===== src/rtl/mdfe_pkg.sv =====
// Package for the motor duty frame encoder: types, frame constants and CRC step.
// No dependencies; imported by every module of the block.
`default_nettype none

package mdfe_pkg;

    localparam int DUTY_W  = 17;
    localparam int SPEED_W = 7;
    localparam int PROD_W  = 24;
    localparam int RECIP_W = 25;
    localparam int MUL_W   = PROD_W + RECIP_W;
    localparam int RECIP_SH = 31;
    localparam int CNT_W   = 3;
    localparam int PTR_W   = 2;
    localparam int IDX_W   = 4;

    localparam logic [DUTY_W-1:0]  FULL_SCALE = 17'd100000;
    localparam logic [SPEED_W-1:0] SPEED_MAX  = 7'd100;
    // ceil(2^31 / 100): exact floor(p / 100) for p below 2^24
    localparam logic [RECIP_W-1:0] RECIP_100  = 25'd21474837;

    localparam logic [CNT_W-1:0] Q_DEPTH = 3'd4;

    localparam logic [0:0] REG_MAX_DUTY = 1'b0;
    localparam logic [0:0] REG_OUT_EN   = 1'b1;

    localparam logic [IDX_W-1:0] IDX_START = 4'd0;
    localparam logic [IDX_W-1:0] IDX_LEN   = 4'd1;
    localparam logic [IDX_W-1:0] IDX_CMD   = 4'd2;
    localparam logic [IDX_W-1:0] IDX_D3    = 4'd3;
    localparam logic [IDX_W-1:0] IDX_D2    = 4'd4;
    localparam logic [IDX_W-1:0] IDX_D1    = 4'd5;
    localparam logic [IDX_W-1:0] IDX_D0    = 4'd6;
    localparam logic [IDX_W-1:0] IDX_CRC_H = 4'd7;
    localparam logic [IDX_W-1:0] IDX_CRC_L = 4'd8;
    localparam logic [IDX_W-1:0] IDX_STOP  = 4'd9;

    localparam logic [7:0] BYTE_START = 8'h02;
    localparam logic [7:0] BYTE_LEN   = 8'h05;
    localparam logic [7:0] BYTE_CMD   = 8'h05;
    localparam logic [7:0] BYTE_STOP  = 8'h03;

    localparam logic [15:0] CRC_POLY = 16'h1021;

    typedef struct packed {
        logic              empty;
        logic [CNT_W-1:0]  count;
        logic [DUTY_W-1:0] head;
    } t_q_stat;

    function automatic logic [15:0] crc16_byte(input logic [15:0] crc_in,
                                               input logic [7:0]  data);
        logic [15:0] c;
        c = crc_in ^ {data, 8'h00};
        for (int k = 0; k < 8; k++) begin
            c = c[15] ? ((c << 1) ^ CRC_POLY) : (c << 1);
        end
        return c;
    endfunction

endpackage

`default_nettype wire


===== src/rtl/motor_duty_frame_encoder.sv =====
// Motor duty frame encoder top level: front end, duty queue and frame sequencer.
// Depends on mdfe_pkg, mdfe_front, mdfe_fifo and mdfe_back.
//
// Input channel: drive i_motor_speed and raise push; the command is taken at
// an edge where full is low. Output channel: while empty is low, o_frame_byte
// and o_last_byte hold the oldest byte; raise pop to take it.
// Each enabled command becomes a ten-byte frame (start, length, command, four
// big-endian duty bytes, CRC-16 high then low, stop); o_last_byte marks the
// stop byte. With outputs disabled a command is taken and dropped.
// Configuration: i_cfg_we writes i_cfg_wdata to register i_cfg_idx
// (0 max duty, 1 output enable) at the clock edge; the user must write only
// while the block is idle; the block itself does not enforce it. A command's
// first byte passes the two multiply stages, the queue and the output register.
// Throughput: one byte per cycle while bytes are taken, as the sequencer emits
// a single byte per cycle. The front end holds a two-stage multiply pipeline
// and a four-entry queue, so commands are taken back to back until queued and
// in-flight commands fill it. Reset (synchronous, active low) empties the
// pipeline and queue, sets max duty to full scale and disables outputs. On a
// receiver stall the output byte holds, the sequencer waits and full rises.
`default_nettype none

module motor_duty_frame_encoder import mdfe_pkg::*; (
    input  wire logic              i_clk,
    input  wire logic              i_rst_n,
    input  wire logic              push,
    output logic                   full,
    input  wire logic [7:0]        i_motor_speed,
    output logic                   empty,
    input  wire logic              pop,
    output logic [7:0]             o_frame_byte,
    output logic                   o_last_byte,
    input  wire logic              i_cfg_we,
    input  wire logic [0:0]        i_cfg_idx,
    input  wire logic [DUTY_W-1:0] i_cfg_wdata
);

    t_q_stat           q_stat;
    logic              q_push;
    logic [DUTY_W-1:0] q_data;
    logic              q_pop;

    mdfe_front u_front (
        .i_clk        (i_clk),
        .i_rst_n      (i_rst_n),
        .push         (push),
        .full         (full),
        .i_motor_speed(i_motor_speed),
        .i_cfg_we     (i_cfg_we),
        .i_cfg_idx    (i_cfg_idx),
        .i_cfg_wdata  (i_cfg_wdata),
        .i_q_stat     (q_stat),
        .o_q_push     (q_push),
        .o_q_data     (q_data)
    );

    mdfe_fifo u_fifo (
        .i_clk  (i_clk),
        .i_rst_n(i_rst_n),
        .i_push (q_push),
        .i_data (q_data),
        .i_pop  (q_pop),
        .o_stat (q_stat)
    );

    mdfe_back u_back (
        .i_clk       (i_clk),
        .i_rst_n     (i_rst_n),
        .i_q_stat    (q_stat),
        .o_q_pop     (q_pop),
        .o_frame_byte(o_frame_byte),
        .o_last_byte (o_last_byte),
        .empty       (empty),
        .pop         (pop)
    );

endmodule

`default_nettype wire


===== src/rtl/mdfe_front.sv =====
// Front end: configuration registers, speed clamp and duty scaling pipeline.
// Depends on mdfe_pkg; feeds duty values into mdfe_fifo.
`default_nettype none

module mdfe_front import mdfe_pkg::*; (
    input  wire logic              i_clk,
    input  wire logic              i_rst_n,
    input  wire logic              push,
    output logic                   full,
    input  wire logic [7:0]        i_motor_speed,
    input  wire logic              i_cfg_we,
    input  wire logic [0:0]        i_cfg_idx,
    input  wire logic [DUTY_W-1:0] i_cfg_wdata,
    input  wire t_q_stat           i_q_stat,
    output logic                   o_q_push,
    output logic [DUTY_W-1:0]      o_q_data
);

    logic [DUTY_W-1:0] r_max_duty;
    logic              r_out_en;
    logic              r_v1;
    logic              r_v2;
    logic [PROD_W-1:0] r_prod;
    logic [MUL_W-1:0]  r_mul;

    logic [SPEED_W-1:0] speed;
    logic [DUTY_W-1:0]  md;
    logic [CNT_W-1:0]   in_flight;
    logic               accept;

    always_comb begin
        if (i_motor_speed[7]) begin
            speed = '0;
        end else if (i_motor_speed[6:0] > SPEED_MAX) begin
            speed = SPEED_MAX;
        end else begin
            speed = i_motor_speed[6:0];
        end
        md = (r_max_duty > FULL_SCALE) ? FULL_SCALE : r_max_duty;
    end

    assign in_flight = i_q_stat.count + {{(CNT_W-1){1'b0}}, r_v1}
                                      + {{(CNT_W-1){1'b0}}, r_v2};
    assign full      = (in_flight >= Q_DEPTH);
    assign accept    = push && !full;

    always_ff @(posedge i_clk) begin
        if (!i_rst_n) begin
            r_max_duty <= FULL_SCALE;
            r_out_en   <= 1'b0;
        end else if (i_cfg_we) begin
            case (i_cfg_idx)
                REG_MAX_DUTY: r_max_duty <= i_cfg_wdata;
                REG_OUT_EN:   r_out_en   <= i_cfg_wdata[0];
                default:      r_out_en   <= r_out_en;
            endcase
        end
    end

    always_ff @(posedge i_clk) begin
        if (!i_rst_n) begin
            r_v1 <= 1'b0;
            r_v2 <= 1'b0;
        end else begin
            r_v1 <= accept && r_out_en;
            r_v2 <= r_v1;
        end
    end

    always_ff @(posedge i_clk) begin
        r_prod <= {{(PROD_W-DUTY_W){1'b0}}, md} * {{(PROD_W-SPEED_W){1'b0}}, speed};
        r_mul  <= {{(MUL_W-PROD_W){1'b0}}, r_prod} * {{(MUL_W-RECIP_W){1'b0}}, RECIP_100};
    end

    assign o_q_push = r_v2;
    assign o_q_data = r_mul[RECIP_SH +: DUTY_W];

    a_credit: assert property (@(posedge i_clk) disable iff (!i_rst_n)
        in_flight <= Q_DEPTH)
        else $error("front: queue credit overrun");

endmodule

`default_nettype wire


===== src/rtl/mdfe_fifo.sv =====
// Short queue of duty values between the front end and the frame sequencer.
// Depends on mdfe_pkg.
`default_nettype none

module mdfe_fifo import mdfe_pkg::*; (
    input  wire logic              i_clk,
    input  wire logic              i_rst_n,
    input  wire logic              i_push,
    input  wire logic [DUTY_W-1:0] i_data,
    input  wire logic              i_pop,
    output t_q_stat                o_stat
);

    logic [DUTY_W-1:0] r_mem [2**PTR_W];
    logic [PTR_W-1:0]  r_wr_ptr;
    logic [PTR_W-1:0]  r_rd_ptr;
    logic [CNT_W-1:0]  r_count;

    always_ff @(posedge i_clk) begin
        if (i_push) begin
            r_mem[r_wr_ptr] <= i_data;
        end
    end

    always_ff @(posedge i_clk) begin
        if (!i_rst_n) begin
            r_wr_ptr <= '0;
            r_rd_ptr <= '0;
            r_count  <= '0;
        end else begin
            if (i_push) begin
                r_wr_ptr <= r_wr_ptr + 1'b1;
            end
            if (i_pop) begin
                r_rd_ptr <= r_rd_ptr + 1'b1;
            end
            case ({i_push, i_pop})
                2'b10:   r_count <= r_count + 1'b1;
                2'b01:   r_count <= r_count - 1'b1;
                default: r_count <= r_count;
            endcase
        end
    end

    assign o_stat.empty = (r_count == '0);
    assign o_stat.count = r_count;
    assign o_stat.head  = r_mem[r_rd_ptr];

    a_no_overflow: assert property (@(posedge i_clk) disable iff (!i_rst_n)
        i_push |-> r_count < Q_DEPTH)
        else $error("fifo: push while full");

    a_no_underflow: assert property (@(posedge i_clk) disable iff (!i_rst_n)
        i_pop |-> r_count != '0)
        else $error("fifo: pop while empty");

endmodule

`default_nettype wire


===== src/rtl/mdfe_back.sv =====
// Frame sequencer: emits the ten frame bytes of each duty value, CRC byte by byte.
// Depends on mdfe_pkg; drains mdfe_fifo.
`default_nettype none

module mdfe_back import mdfe_pkg::*; (
    input  wire logic   i_clk,
    input  wire logic   i_rst_n,
    input  wire t_q_stat i_q_stat,
    output logic        o_q_pop,
    output logic [7:0]  o_frame_byte,
    output logic        o_last_byte,
    output logic        empty,
    input  wire logic   pop
);

    logic              r_busy;
    logic [IDX_W-1:0]  r_idx;
    logic [DUTY_W-1:0] r_duty;
    logic [15:0]       r_crc;
    logic              r_out_valid;
    logic [7:0]        r_out_byte;
    logic              r_out_last;

    logic        adv;
    logic        load;
    logic [31:0] duty_word;
    logic [7:0]  cur_byte;

    assign adv       = !r_out_valid || pop;
    assign load      = (!r_busy || (adv && r_idx == IDX_STOP)) && !i_q_stat.empty;
    assign duty_word = {{(32-DUTY_W){1'b0}}, r_duty};

    always_comb begin
        case (r_idx)
            IDX_START: cur_byte = BYTE_START;
            IDX_LEN:   cur_byte = BYTE_LEN;
            IDX_CMD:   cur_byte = BYTE_CMD;
            IDX_D3:    cur_byte = duty_word[31:24];
            IDX_D2:    cur_byte = duty_word[23:16];
            IDX_D1:    cur_byte = duty_word[15:8];
            IDX_D0:    cur_byte = duty_word[7:0];
            IDX_CRC_H: cur_byte = r_crc[15:8];
            IDX_CRC_L: cur_byte = r_crc[7:0];
            IDX_STOP:  cur_byte = BYTE_STOP;
            default:   cur_byte = BYTE_STOP;
        endcase
    end

    always_ff @(posedge i_clk) begin
        if (!i_rst_n) begin
            r_busy      <= 1'b0;
            r_idx       <= IDX_START;
            r_out_valid <= 1'b0;
        end else begin
            if (adv) begin
                r_out_valid <= r_busy;
            end
            if (load) begin
                r_busy <= 1'b1;
                r_idx  <= IDX_START;
            end else if (adv && r_busy) begin
                if (r_idx == IDX_STOP) begin
                    r_busy <= 1'b0;
                    r_idx  <= IDX_START;
                end else begin
                    r_idx <= r_idx + 1'b1;
                end
            end
        end
    end

    always_ff @(posedge i_clk) begin
        if (adv) begin
            r_out_byte <= cur_byte;
            r_out_last <= (r_idx == IDX_STOP);
        end
        if (load) begin
            r_duty <= i_q_stat.head;
            r_crc  <= '0;
        end else if (adv && r_busy && (r_idx inside {[IDX_CMD:IDX_D0]})) begin
            r_crc <= crc16_byte(r_crc, cur_byte);
        end
    end

    assign o_q_pop      = load;
    assign o_frame_byte = r_out_byte;
    assign o_last_byte  = r_out_last;
    assign empty        = !r_out_valid;

    a_idx_range: assert property (@(posedge i_clk) disable iff (!i_rst_n)
        r_idx <= IDX_STOP)
        else $error("back: byte index out of range");

    a_last_mark: assert property (@(posedge i_clk) disable iff (!i_rst_n)
        (adv && r_busy && r_idx == IDX_STOP) |=> (r_out_valid && r_out_last))
        else $error("back: stop byte not marked last");

    a_idle_index: assert property (@(posedge i_clk) disable iff (!i_rst_n)
        !r_busy |-> r_idx == IDX_START)
        else $error("back: idle with index not at start");

endmodule

`default_nettype wire

===== config.mk =====
export PLATFORM = sky130hd
export DESIGN_NAME = motor_duty_frame_encoder
export DESIGN_NICKNAME = d
export VERILOG_FILES = /design/src/rtl/mdfe_pkg.sv /design/src/rtl/motor_duty_frame_encoder.sv /design/src/rtl/mdfe_front.sv /design/src/rtl/mdfe_fifo.sv /design/src/rtl/mdfe_back.sv
export SDC_FILE = /design/constraint.sdc
export NUM_CORES = 1
export LEC_CHECK = 0
export BUFFER_PORTS_ARGS = -buffer_cell sky130_fd_sc_hd__buf_2
export CELL_PAD_IN_SITES_DETAIL_PLACEMENT = 1
export CELL_PAD_IN_SITES_GLOBAL_PLACEMENT = 1
export CORE_MARGIN = 5
export CORE_UTILIZATION = 31
export CTS_BUF_LIST = sky130_fd_sc_hd__clkbuf_2
export DETAILED_ROUTE_END_ITERATION = 7
export PLACE_DENSITY_LB_ADDON = 0.1
export SYNTH_ARGS = -nofsm -noshare
export SYNTH_HDL_FRONTEND = slang
export SYNTH_SLANG_ARGS = --single-unit

===== constraint.sdc =====
create_clock -name i_clk -period 7.3 [get_ports i_clk]
set_input_delay 1.46 -clock i_clk [delete_from_list [all_inputs] [get_ports i_clk]]
set_output_delay 1.46 -clock i_clk [all_outputs]
set_load 0.01 [all_outputs]

# ---- Word level (Yosys, flattened, before mapping)
# Memories as Yosys holds them, arrays and structs flattened. A register that Yosys moved wholly into a read port is not among the register bits.
# Index checks and enable logic that the tools add are counted.
dict set report classes {
  order_cmp 5
  muxes 19
  n_bitwise 11
  mul 2
  reduce_logical 23
  eq_ne 11
  n_addsub 7
}
# cell n
set op_table {}
lappend op_table {{2-to-1 mux 13 bit} 8}
lappend op_table {{one-hot mux 8 bit (8 select lines)} 1}
lappend op_table {{multiplier 24 x 25 -> 48 bit (second input constant)} 1}
lappend op_table {{multiplier 17 x 7 -> 24 bit} 1}
lappend op_table {{inverter 3 bit} 8}
lappend op_table {{> comparator 17 bit (second input constant)} 1}
lappend op_table {{2-to-1 mux 17 bit} 1}
lappend op_table {{== test 4 x 3 -> 1 bit (second input constant)} 4}
lappend op_table {{bitwise XOR 16 bit} 1}
lappend op_table {{2-to-1 mux 7 bit} 2}
lappend op_table {{== test 4 x 2 -> 1 bit (second input constant)} 2}
lappend op_table {{== test 4 bit (second input constant)} 2}
lappend op_table {{> comparator 7 bit (second input constant)} 1}
lappend op_table {{logical AND 1 bit} 7}
lappend op_table {{adder 3 x 1 -> 3 bit} 2}
lappend op_table {{one-hot mux 3 bit (2 select lines)} 1}
lappend op_table {{AND reduction 2 bit} 3}
lappend op_table {{nonzero test 2 bit} 3}
lappend op_table {{2-to-1 mux 1 bit} 5}
lappend op_table {{adder 2 x 1 -> 2 bit (second input constant)} 2}
lappend op_table {{adder 4 x 1 -> 4 bit (second input constant)} 1}
lappend op_table {{== test 4 x 1 -> 1 bit (second input constant)} 1}
lappend op_table {{>= comparator 4 x 2 -> 1 bit (second input constant)} 1}
lappend op_table {{<= comparator 4 x 3 -> 1 bit (second input constant)} 1}
lappend op_table {{12 further kinds} 18}
dict set report word_totals {
  register_bits 130
  n_memories 1
  ramBits 68
  out_inout_bits 11
  inputBits 31
}
# memory words word_bits rd rd_clocked_by_memory_dff wr line_no
set mem_list {}
lappend mem_list {u_fifo.r_mem 4 17 1 1 1 mdfe_fifo.sv:14} ;# logic [DUTY_W-1:0] r_mem [2**PTR_W];

# ---- Logic depth before layout (Yosys ltp)
# Gate-level depths: netlist (run 1).
dict set report depth {
  ltp_word 20
  mapped_depth 26
  mapped_depth_nobuf 25
}

# ---- Modules after synthesis
# A second synthesis (run 1) with hierarchy kept.
dict set report unflattened {
  cells_unflattened 1871
  area_unflattened_um2 20086.8
}
# module area_per_inst_um2 cells_each n_inst
set modules_own_cells {}
lappend modules_own_cells {mdfe_front 14667.8 1503 1}
lappend modules_own_cells {mdfe_fifo 2936.6 134 1}
lappend modules_own_cells {mdfe_back 2482.4 234 1}

# ---- Worst setup path after synthesis (run 1)
# No wires, ideal clock.
dict set report synth_timing {
  kind {reg-to-reg}
  start {register u_front.r_prod[7]}
  end {register u_front.r_mul[47]}
  setup_slack_ps 729
  required_time_ps 7228
  setup_ps 72
  stages_incl_launch_ff 22
  synth_period_minus_slack_ps 6571
  arrival_ps 6499
  n_path_buf 0
  cell_sequence {dfxtp_1 -> inv_1 -> fa_1 -> fa_1 -> fa_1 -> inv_1 -> fa_1 -> fa_1 -> fa_1 -> inv_1 -> fa_1 -> inv_1 -> ha_1 -> nand3_1 -> nand2_1 -> a2111o_1 -> or4b_4 -> o211ai_2 -> a21oi_1 -> a2111o_1 -> a21oi_2 -> xnor2_1}
}
dict set report synth_via {
  elab_chain_len 1
}
# element line_no
set synth_rtl {}
lappend synth_rtl {{from (decl)} mdfe_front.sv:23} ;# logic [PROD_W-1:0] r_prod;
lappend synth_rtl {{from (signal assigned)} mdfe_front.sv:71} ;# r_prod <= {{(PROD_W-DUTY_W){1'b0}}, md} * {{(PROD_W-SPEED_W){1'b0}}, speed};
lappend synth_rtl {{multiplier 24 x 25 -> 48 bit} mdfe_front.sv:72} ;# r_mul <= {{(MUL_W-PROD_W){1'b0}}, r_prod} * {{(MUL_W-RECIP_W){1'b0}}, RECIP_100};
lappend synth_rtl {{to (signal assigned)} mdfe_front.sv:72}
lappend synth_rtl {{to (decl)} mdfe_front.sv:24} ;# logic [MUL_W-1:0] r_mul;
# No other way between the ends.
# A chain may end at the register's enable or synchronous reset.

# ---- Worst setup path in the final report (run 1)
dict set report layout_timing {
  start {register u_front.r_prod[8]}
  end {register u_front.r_mul[47]}
}
# The elaborated chain is that of the path after synthesis.

==> results of run 1 <==
-- worst register-to-register path, stage by stage (launching register included) --
cell and delay (ps):
dfxtp_1 610, inv_1 160, fa_1 440, fa_1 500, fa_1 550, inv_1 50
fa_1 520, fa_1 440, fa_1 550, inv_1 60, fa_1 540, inv_1 40
ha_1 360, nand3_1 130, nand2_1 60, a2111o_1 420, or4b_4 520, o211ai_2 220
a21oi_1 90, a2111o_1 400, a21oi_2 160, xnor2_1 120
-- cell usage in the layout, fill, tap and decap left out, types with 4 or more instances in the layout --
cell / n
nand4_1: 11
buf_2: 41
o21bai_1: 10
mux4_2: 18
nor2_1: 144
nor3_1: 17
buf_4: 31
edfxtp_1: 94
a21boi_0: 16
nand2_1: 90
inv_1: 408
a31oi_1: 4
clkbuf_2: 20
o211ai_1: 4
or3_1: 5
nor2b_1: 9
ha_1: 296
a21oi_1: 46
a21o_1: 16
or2_2: 7
a22oi_1: 7
xor2_1: 36
and2_1: 13
nand3_1: 35
mux2_2: 5
and3_1: 6
a211oi_1: 6
nand2b_1: 9
o21a_1: 7
o21ai_0: 24
o21ai_1: 10
fa_1: 275
dfxtp_1: 89
xnor2_1: 36
-- sequential cells by signal (all words and copies together) (netlist names) --
| register | count |
|---|---|
| u_fifo.r_mem | 68 |
| u_front.r_prod | 24 |
| u_back.r_duty | 17 |
| u_front.r_max_duty | 17 |
| u_front.r_mul | 17 |
| u_back.r_crc | 16 |
| u_back.o_frame_byte | 8 |
| u_back.r_idx | 4 |
| u_fifo.r_count | 3 |
| u_fifo.r_rd_ptr | 2 |
| u_fifo.r_wr_ptr | 2 |
| u_back.o_last_byte | 1 |
| u_back.r_busy | 1 |
| u_back.r_out_valid | 1 |
| u_front.o_q_push | 1 |
| u_front.r_out_en | 1 |
| u_front.r_v1 | 1 |
-- cell type report --
class / instances / area (um^2)
inverter: 408 / 1530
antenna: 2 / 5.00
timing repair buffer: 72 / 438
fill: 6907 / 40900
sequential: 184 / 4630
tap: 837 / 1050
clock inverter: 12 / 141
clock buffer: 20 / 100
multi-input combinational: 1197 / 13100
-- metrics by stage --
stage	setup WS (ps)	cells	hold slack [ps]	instance area [um^2]	util
after CTS	232	2730	487	21000	0.339
after global placement	358	2698	443	20700	0.335
after floorplan	729	1823	422	19400	-
final	336	2732	487	21000	0.339
after global routing	11.2	2732	487	21000	0.339
after detailed placement	283	2698	451	20700	0.335
-- repair_timing --
item,in CTS,in global routing
buffers inserted,0,0
gates resized for setup,0,1
endpoints found under the setup margin,0,1
-- worst paths after layout --
check | from | end | slack (ps)
max | u_front.r_prod[8]$_DFF_P_ | u_front.r_mul[47]$_DFF_P_ | 340
min | u_front.r_v1$_SDFF_PN0_ | u_front.o_q_push$_SDFF_PN0_ | 490
max reg2reg | u_front.r_prod[8]$_DFF_P_ | u_front.r_mul[47]$_DFF_P_ | 340
min reg2reg | u_front.r_v1$_SDFF_PN0_ | u_front.o_q_push$_SDFF_PN0_ | 490
-- per-layer routing --
layer,wire length (um),vias up,GRT usage,part of all wire
met5,0,-,0,0
met4,708,0,0.0289,0.014
met3,830,32,0.0167,0.016
met2,24800,84,0.267,0.49
met1,24100,6240,0.218,0.48
li1,-,5956,-,-
-- cell families (layout without fill, tap and decap cells) --
logic type / count (synthesis) / count (layout) / synth area share
buf+inv: 442 / 512 / 0.0859
other cells: 0 / 2 / 0
compound gates: 172 / 172 / 0.0583
flops: 184 / 184 / 0.239
fa+ha+maj: 571 / 571 / 0.476
xor+xnor: 73 / 73 / 0.0338
simple gates: 357 / 357 / 0.0828
mux: 24 / 24 / 0.0244
==> results by group, run 1 <==
Status
  – Status: finished, final reports clean

Logic synthesis
  – Library cells used by synthesis: 61
  – Mapped Area: 19400 um^2
  – Post-Syn Instances: 1823
  – Most frequent cell after synthesis: inv_1
  – Syn Nets: 2425
  – Ys Warns: 0
  – Mean Syn Cell Area: 10.6 um^2
  – Number of synthesized register bits: 184
  – Synth top area share: 0.284
  – Ys flop type: edfxtp_1
  – Post-synthesis sequential area ratio: 0.239
  – Post-synth ARST share: 0
  – Top cells by area, synth: fa_1 (28%), ha_1 (19%), edfxtp_1 (15%)
  – Post-synth top area cell: fa_1
  – List of most frequent post-synthesis cells: inv_1 (408), ha_1 (296), fa_1 (275), nor2_1 (144), edfxtp_1 (94)
  – Number of flops mapped to enable cells by yosys: 94

STA
  – Share of the clock period used by the worst path: 0.954
  – Worst-margin pin slew: between 1000 and 1500 ps
  – Slew Viols, Final: 0
  – Slew headroom: 0.248
  – Final setup viols: 0
  – Fmax: ~140 MHz
  – Setup TNS Final: 0 ps
  – RSZ-0062 raised after global routing: false
  – Final hold violations: 0
  – Max Clock Skew: 51.2 ps
  – Final Critical Period: 6960 ps

Min path
  – Hold crit path type: reg2reg
  – Hold path cells: 1

CTS
  – CTS root buffer: clkbuf_2
  – Worst skew pair latency: 850 ps
  – H-tree depth: 4
  – CTS tree: built
  – Sinks on Clock Net: about 180
  – Cts hold-fix bufs: 0
  – Clk buf depth: 2
  – CTS buffer count: 17
  – Clock transition at path regs: 260 ps

Setup path
  – CP most frequent cell: fa_1
  – Data arrival, critical path: 7760 ps
  – Worst-path cell chain: inv_1, fa_1, fa_1, fa_1, inv_1, fa_1, fa_1, fa_1, inv_1, fa_1, inv_1, ha_1, nand3_1, nand2_1, a2111o_1, or4b_4, o211ai_2, a21oi_1, a2111o_1, a21oi_2, xnor2_1
  – Worst Path Buf+Inv: 4
  – CP required: 8090 ps
  – Kind of start point of the critical path: flip-flop
  – Worst path max stage delay: 610 ps
  – Path depth of the worst reg2reg path: 21
  – Top delay family on crit path: adder cells
  – CP max FO: 7
  – CP max stage cell: dfxtp_1
  – CP Capture Type: flip-flop
  – Levels on crit path: 21
  – Critical path class: reg2reg

Detailed routing
  – Vias per cell: about 4.5
  – DR vias: 12.3k
  – First-pass DRT Iterations: 4
  – Routed Antenna Nets: 0
  – DR WL/cell: 18.5 um
  – DR iter-0 viols: around 430
  – Post-route DRC: 0
  – Final WL: 50.5 mm

Global routing
  – Grt ovf: 0
  – First-pass GRT wire length: 82.0 mm
  – GRT Overall Usage: 0.156
  – Vias in the first global route: 13.9k
  – Pin count of the biggest net entering global routing: 37
  – Initial antenna violation count: 2

Placement
  – Count of input and output buffers: 41
  – Detail Placement HPWL: 44.0 mm
  – Routability Congestion: 0.848

Die
  – Rows: 91
  – Num ports: 42
  – Die ar.: about 68000 um^2
  – Die H: 260 um
  – Starting Density: 0.313
  – Core ar.: 61800 um^2
  – DIE WIDTH: 260 um

Finish
  – P&R area growth vs syn: 8.37%
  – Layout cells sized above 1: 0.0755
  – Net count, final: 2482

Run
  – Count of max-cap constraint violations: 0
Power of run 1 is not shown: default switching activity piles up to over one toggle a cycle in this logic, so the estimate is an artifact.
==> run 2: changes to the inputs <==
Settings changed: CORE_UTILIZATION 31 to 45.
==> results by group, run 2 (synthesis gave the netlist of run 1 again) <==
Detailed routing
  – Post-route DRC: 0 (unchanged)
  – Routed Antenna Nets: 0 (unchanged)
  – DR iter-0 viols: 554 (was 427)
  – Vias per cell: 5.15 (was 4.51)
  – DR WL/cell: 19.4 um (was 18.5 um)
  – Final WL: 47.2 mm (was 50.5 mm)
  – First-pass DRT Iterations: 4 (unchanged)
  – DR vias: 12.5k (was 12.3k)

Setup path
  – Worst path max stage delay: 660 ps (was 610 ps)
  – CP Capture Type: flip-flop (unchanged)
  – Path depth of the worst reg2reg path: 21 (unchanged)
  – Levels on crit path: 21 (unchanged)
  – Kind of start point of the critical path: flip-flop (unchanged)
  – CP most frequent cell: fa_1 (unchanged)
  – CP max FO: 8 (was 7)
  – CP required: 8060 ps (was 8090 ps)
  – Top delay family on crit path: adder cells (unchanged)
  – Crit path from: u_front.r_prod[10]$_DFF_P_ (was u_front.r_prod[8]$_DFF_P_)
  – Worst Path Buf+Inv: 4 (unchanged)
  – Worst-path cell chain: fa_1, inv_1, fa_1, inv_1, ha_1, fa_1, fa_1, fa_1, inv_1, fa_1, inv_1, ha_1, a21oi_2, nand2_1, a2111o_1, or4b_4, o21ai_1, o21bai_1, a21o_1, a21oi_1, xnor2_1 (was inv_1, fa_1, fa_1, fa_1, inv_1, fa_1, fa_1, fa_1, inv_1, fa_1, inv_1, ha_1, nand3_1, nand2_1, a2111o_1, or4b_4, o211ai_2, a21oi_1, a2111o_1, a21oi_2, xnor2_1)
  – CP max stage cell: dfxtp_1 (unchanged)
  – Critical Path End: u_front.r_mul[39]$_DFF_P_ (was u_front.r_mul[47]$_DFF_P_)
  – Data arrival, critical path: 7710 ps (was 7760 ps)
  – Critical path class: reg2reg (unchanged)
  – Origin of the critical flop-to-flop path: u_front.r_prod[10]$_DFF_P_ (was u_front.r_prod[8]$_DFF_P_)
  – FF-to-FF End: u_front.r_mul[39]$_DFF_P_ (was u_front.r_mul[47]$_DFF_P_)
  – R2R Setup Slk: 340 ps (about the same)

Die
  – Rows: 76 (was 91)
  – DIE WIDTH: 217 um (was 260 um)
  – Core ar.: 42800 um^2 (was 61800 um^2)
  – Num ports: 42 (unchanged)
  – Starting Density: 0.452 (was 0.313)
  – Die ar.: 47200 um^2 (was 67500 um^2)
  – Die H: 217 um (was 260 um)

Global routing
  – Vias in the first global route: 14.2k (was 13.9k)
  – Pin count of the biggest net entering global routing: 38 (was 37)
  – Initial antenna violation count: 1 (was 2)
  – GRT Overall Usage: 0.210 (was 0.156)
  – Grt ovf: 0 (unchanged)
  – First-pass GRT wire length: 77.9 mm (was 82.0 mm)

Finish
  – Net count, final: 2474 (was 2482)
  – Max reg flops: 68 (unchanged)
  – Final core occ: 0.480 (was 0.339)
  – Commonest cells after routing, fill and taps aside: inv_1 (408), ha_1 (296), fa_1 (275) (unchanged)
  – Commonest non-fill, non-tap cell in the layout: inv_1 (unchanged)
  – Largest register by flop count: u_fifo.r_mem (unchanged)
  – P&R area growth vs syn: 6.18% (was 8.37%)
  – Biggest regs: u_fifo.r_mem: 68 flops, u_front.r_prod: 24 flops (unchanged)
  – Layout cells sized above 1: 0.0737 (was 0.0755)

CTS
  – Sinks on Clock Net: 184 (unchanged)
  – CTS buffer count: 17 (unchanged)
  – H-tree depth: 4 (unchanged)
  – CTS tree: built (unchanged)
  – CTS root buffer: clkbuf_2 (unchanged)
  – Clk buf depth: 2 (unchanged)
  – Post CTS Setup Buffer Count: 0 (unchanged)
  – Clock transition at path regs: 320 ps (was 260 ps)
  – Worst skew pair latency: 820 ps (was 850 ps)
  – Cts hold-fix bufs: 0 (unchanged)

STA
  – Slew Viols, Final: 0 (unchanged)
  – Final hold violations: 0 (unchanged)
  – Setup TNS Final: 0 ps (unchanged)
  – Final Critical Period: 6960 ps (about the same)
  – Worst-margin pin slew: 1220 ps (was 1130 ps)
  – Final setup viols: 0 (unchanged)
  – Fmax: 144 MHz (about the same)
  – RSZ-0062 raised after global routing: false (unchanged)
  – Max Clock Skew: 79.1 ps (was 51.2 ps)
  – Slew headroom: 0.184 (was 0.248)
  – Share of the clock period used by the worst path: 0.953 (was 0.954)

Placement
  – Detail Placement HPWL: 40.9 mm (was 44.0 mm)
  – Routability Congestion: 0.879 (was 0.848)
  – Count of input and output buffers: 41 (unchanged)

Status
  – Status: finished, final reports clean (unchanged)

Run
  – Count of max-cap constraint violations: 0 (unchanged)

Min path
  – Hold crit path type: reg2reg (unchanged)
-- run 2: cell types whose count changed in the layout (fill, tap and decap cells not counted), moves of 3 or more --
cell      before  now
buf_4         31   23
dfxtp_2        1    4
dfxtp_1       89   86
clkinv_4       0    6
-- run 2: layout make-up --
type	instances	area [um^2]
sequential	184	4630
tap	546	683
inverter	408	1530
multi-input combinational	1197	13100
fill	4728	22200
antenna	1	2.50
timing repair buffer	64	378
clock inverter	14	150
clock buffer	18	90.1
-- run 2: through the flow --
stage,std cells,worst slack (ps),hold slack (ps),cell area [um^2]
3_5_place_dp,2399,213,439,20300
4_1_cts,2431,158,465,20500
5_1_grt,2432,4.47,477,20500
2_1_floorplan,1823,729,422,19400
3_3_place_gp,2399,410,440,20300
6_report,2432,342,462,20500
-- run 2: worst min-delay path by stage --
stage	startpoint	endpoint	slack, ps	cells after the start
3_5_place_dp	u_front.r_out_en$_SDFFE_PN0P_	u_front.r_v1$_SDFF_PN0_	440	2
5_1_grt	u_front.r_mul[40]$_DFF_P_	u_fifo.r_mem[3][9]$_DFFE_PP_	480	0
3_3_place_gp	u_front.r_out_en$_SDFFE_PN0P_	u_front.r_v1$_SDFF_PN0_	440	2
6_report	u_front.r_out_en$_SDFFE_PN0P_	u_front.r_v1$_SDFF_PN0_	460	2
2_1_floorplan	u_front.r_out_en$_SDFFE_PN0P_	u_front.r_v1$_SDFF_PN0_	420	2
4_1_cts	u_front.r_mul[40]$_DFF_P_	u_fifo.r_mem[3][9]$_DFFE_PP_	460	0
-- run 2: what timing repair did --
action,CTS,global route
resized for setup,0,4
endpoints found under the hold margin,0,0
endpoints found under the setup margin,0,2
-- run 2: routing by layer --
metal | GRT usage | vias up | part of all wire
met1 | 0.291 | 6440 | 0.47
met2 | 0.365 | 119 | 0.50
li1 | - | 5945 | -
met5 | 0 | - | 0
met4 | 0.0295 | 0 | 0.0081
met3 | 0.0231 | 19 | 0.019
-- run 2: worst register-to-register path, delay by kind of cell, from the launching register on --
family          cells  cell delay (ps)
compound gates      6             1520
xor+xnor            1              140
fa+ha+maj           8             3690
buf+inv             4              360
flops               1              660
simple gates        2              590
Power of run 2 is left out for the same reason.
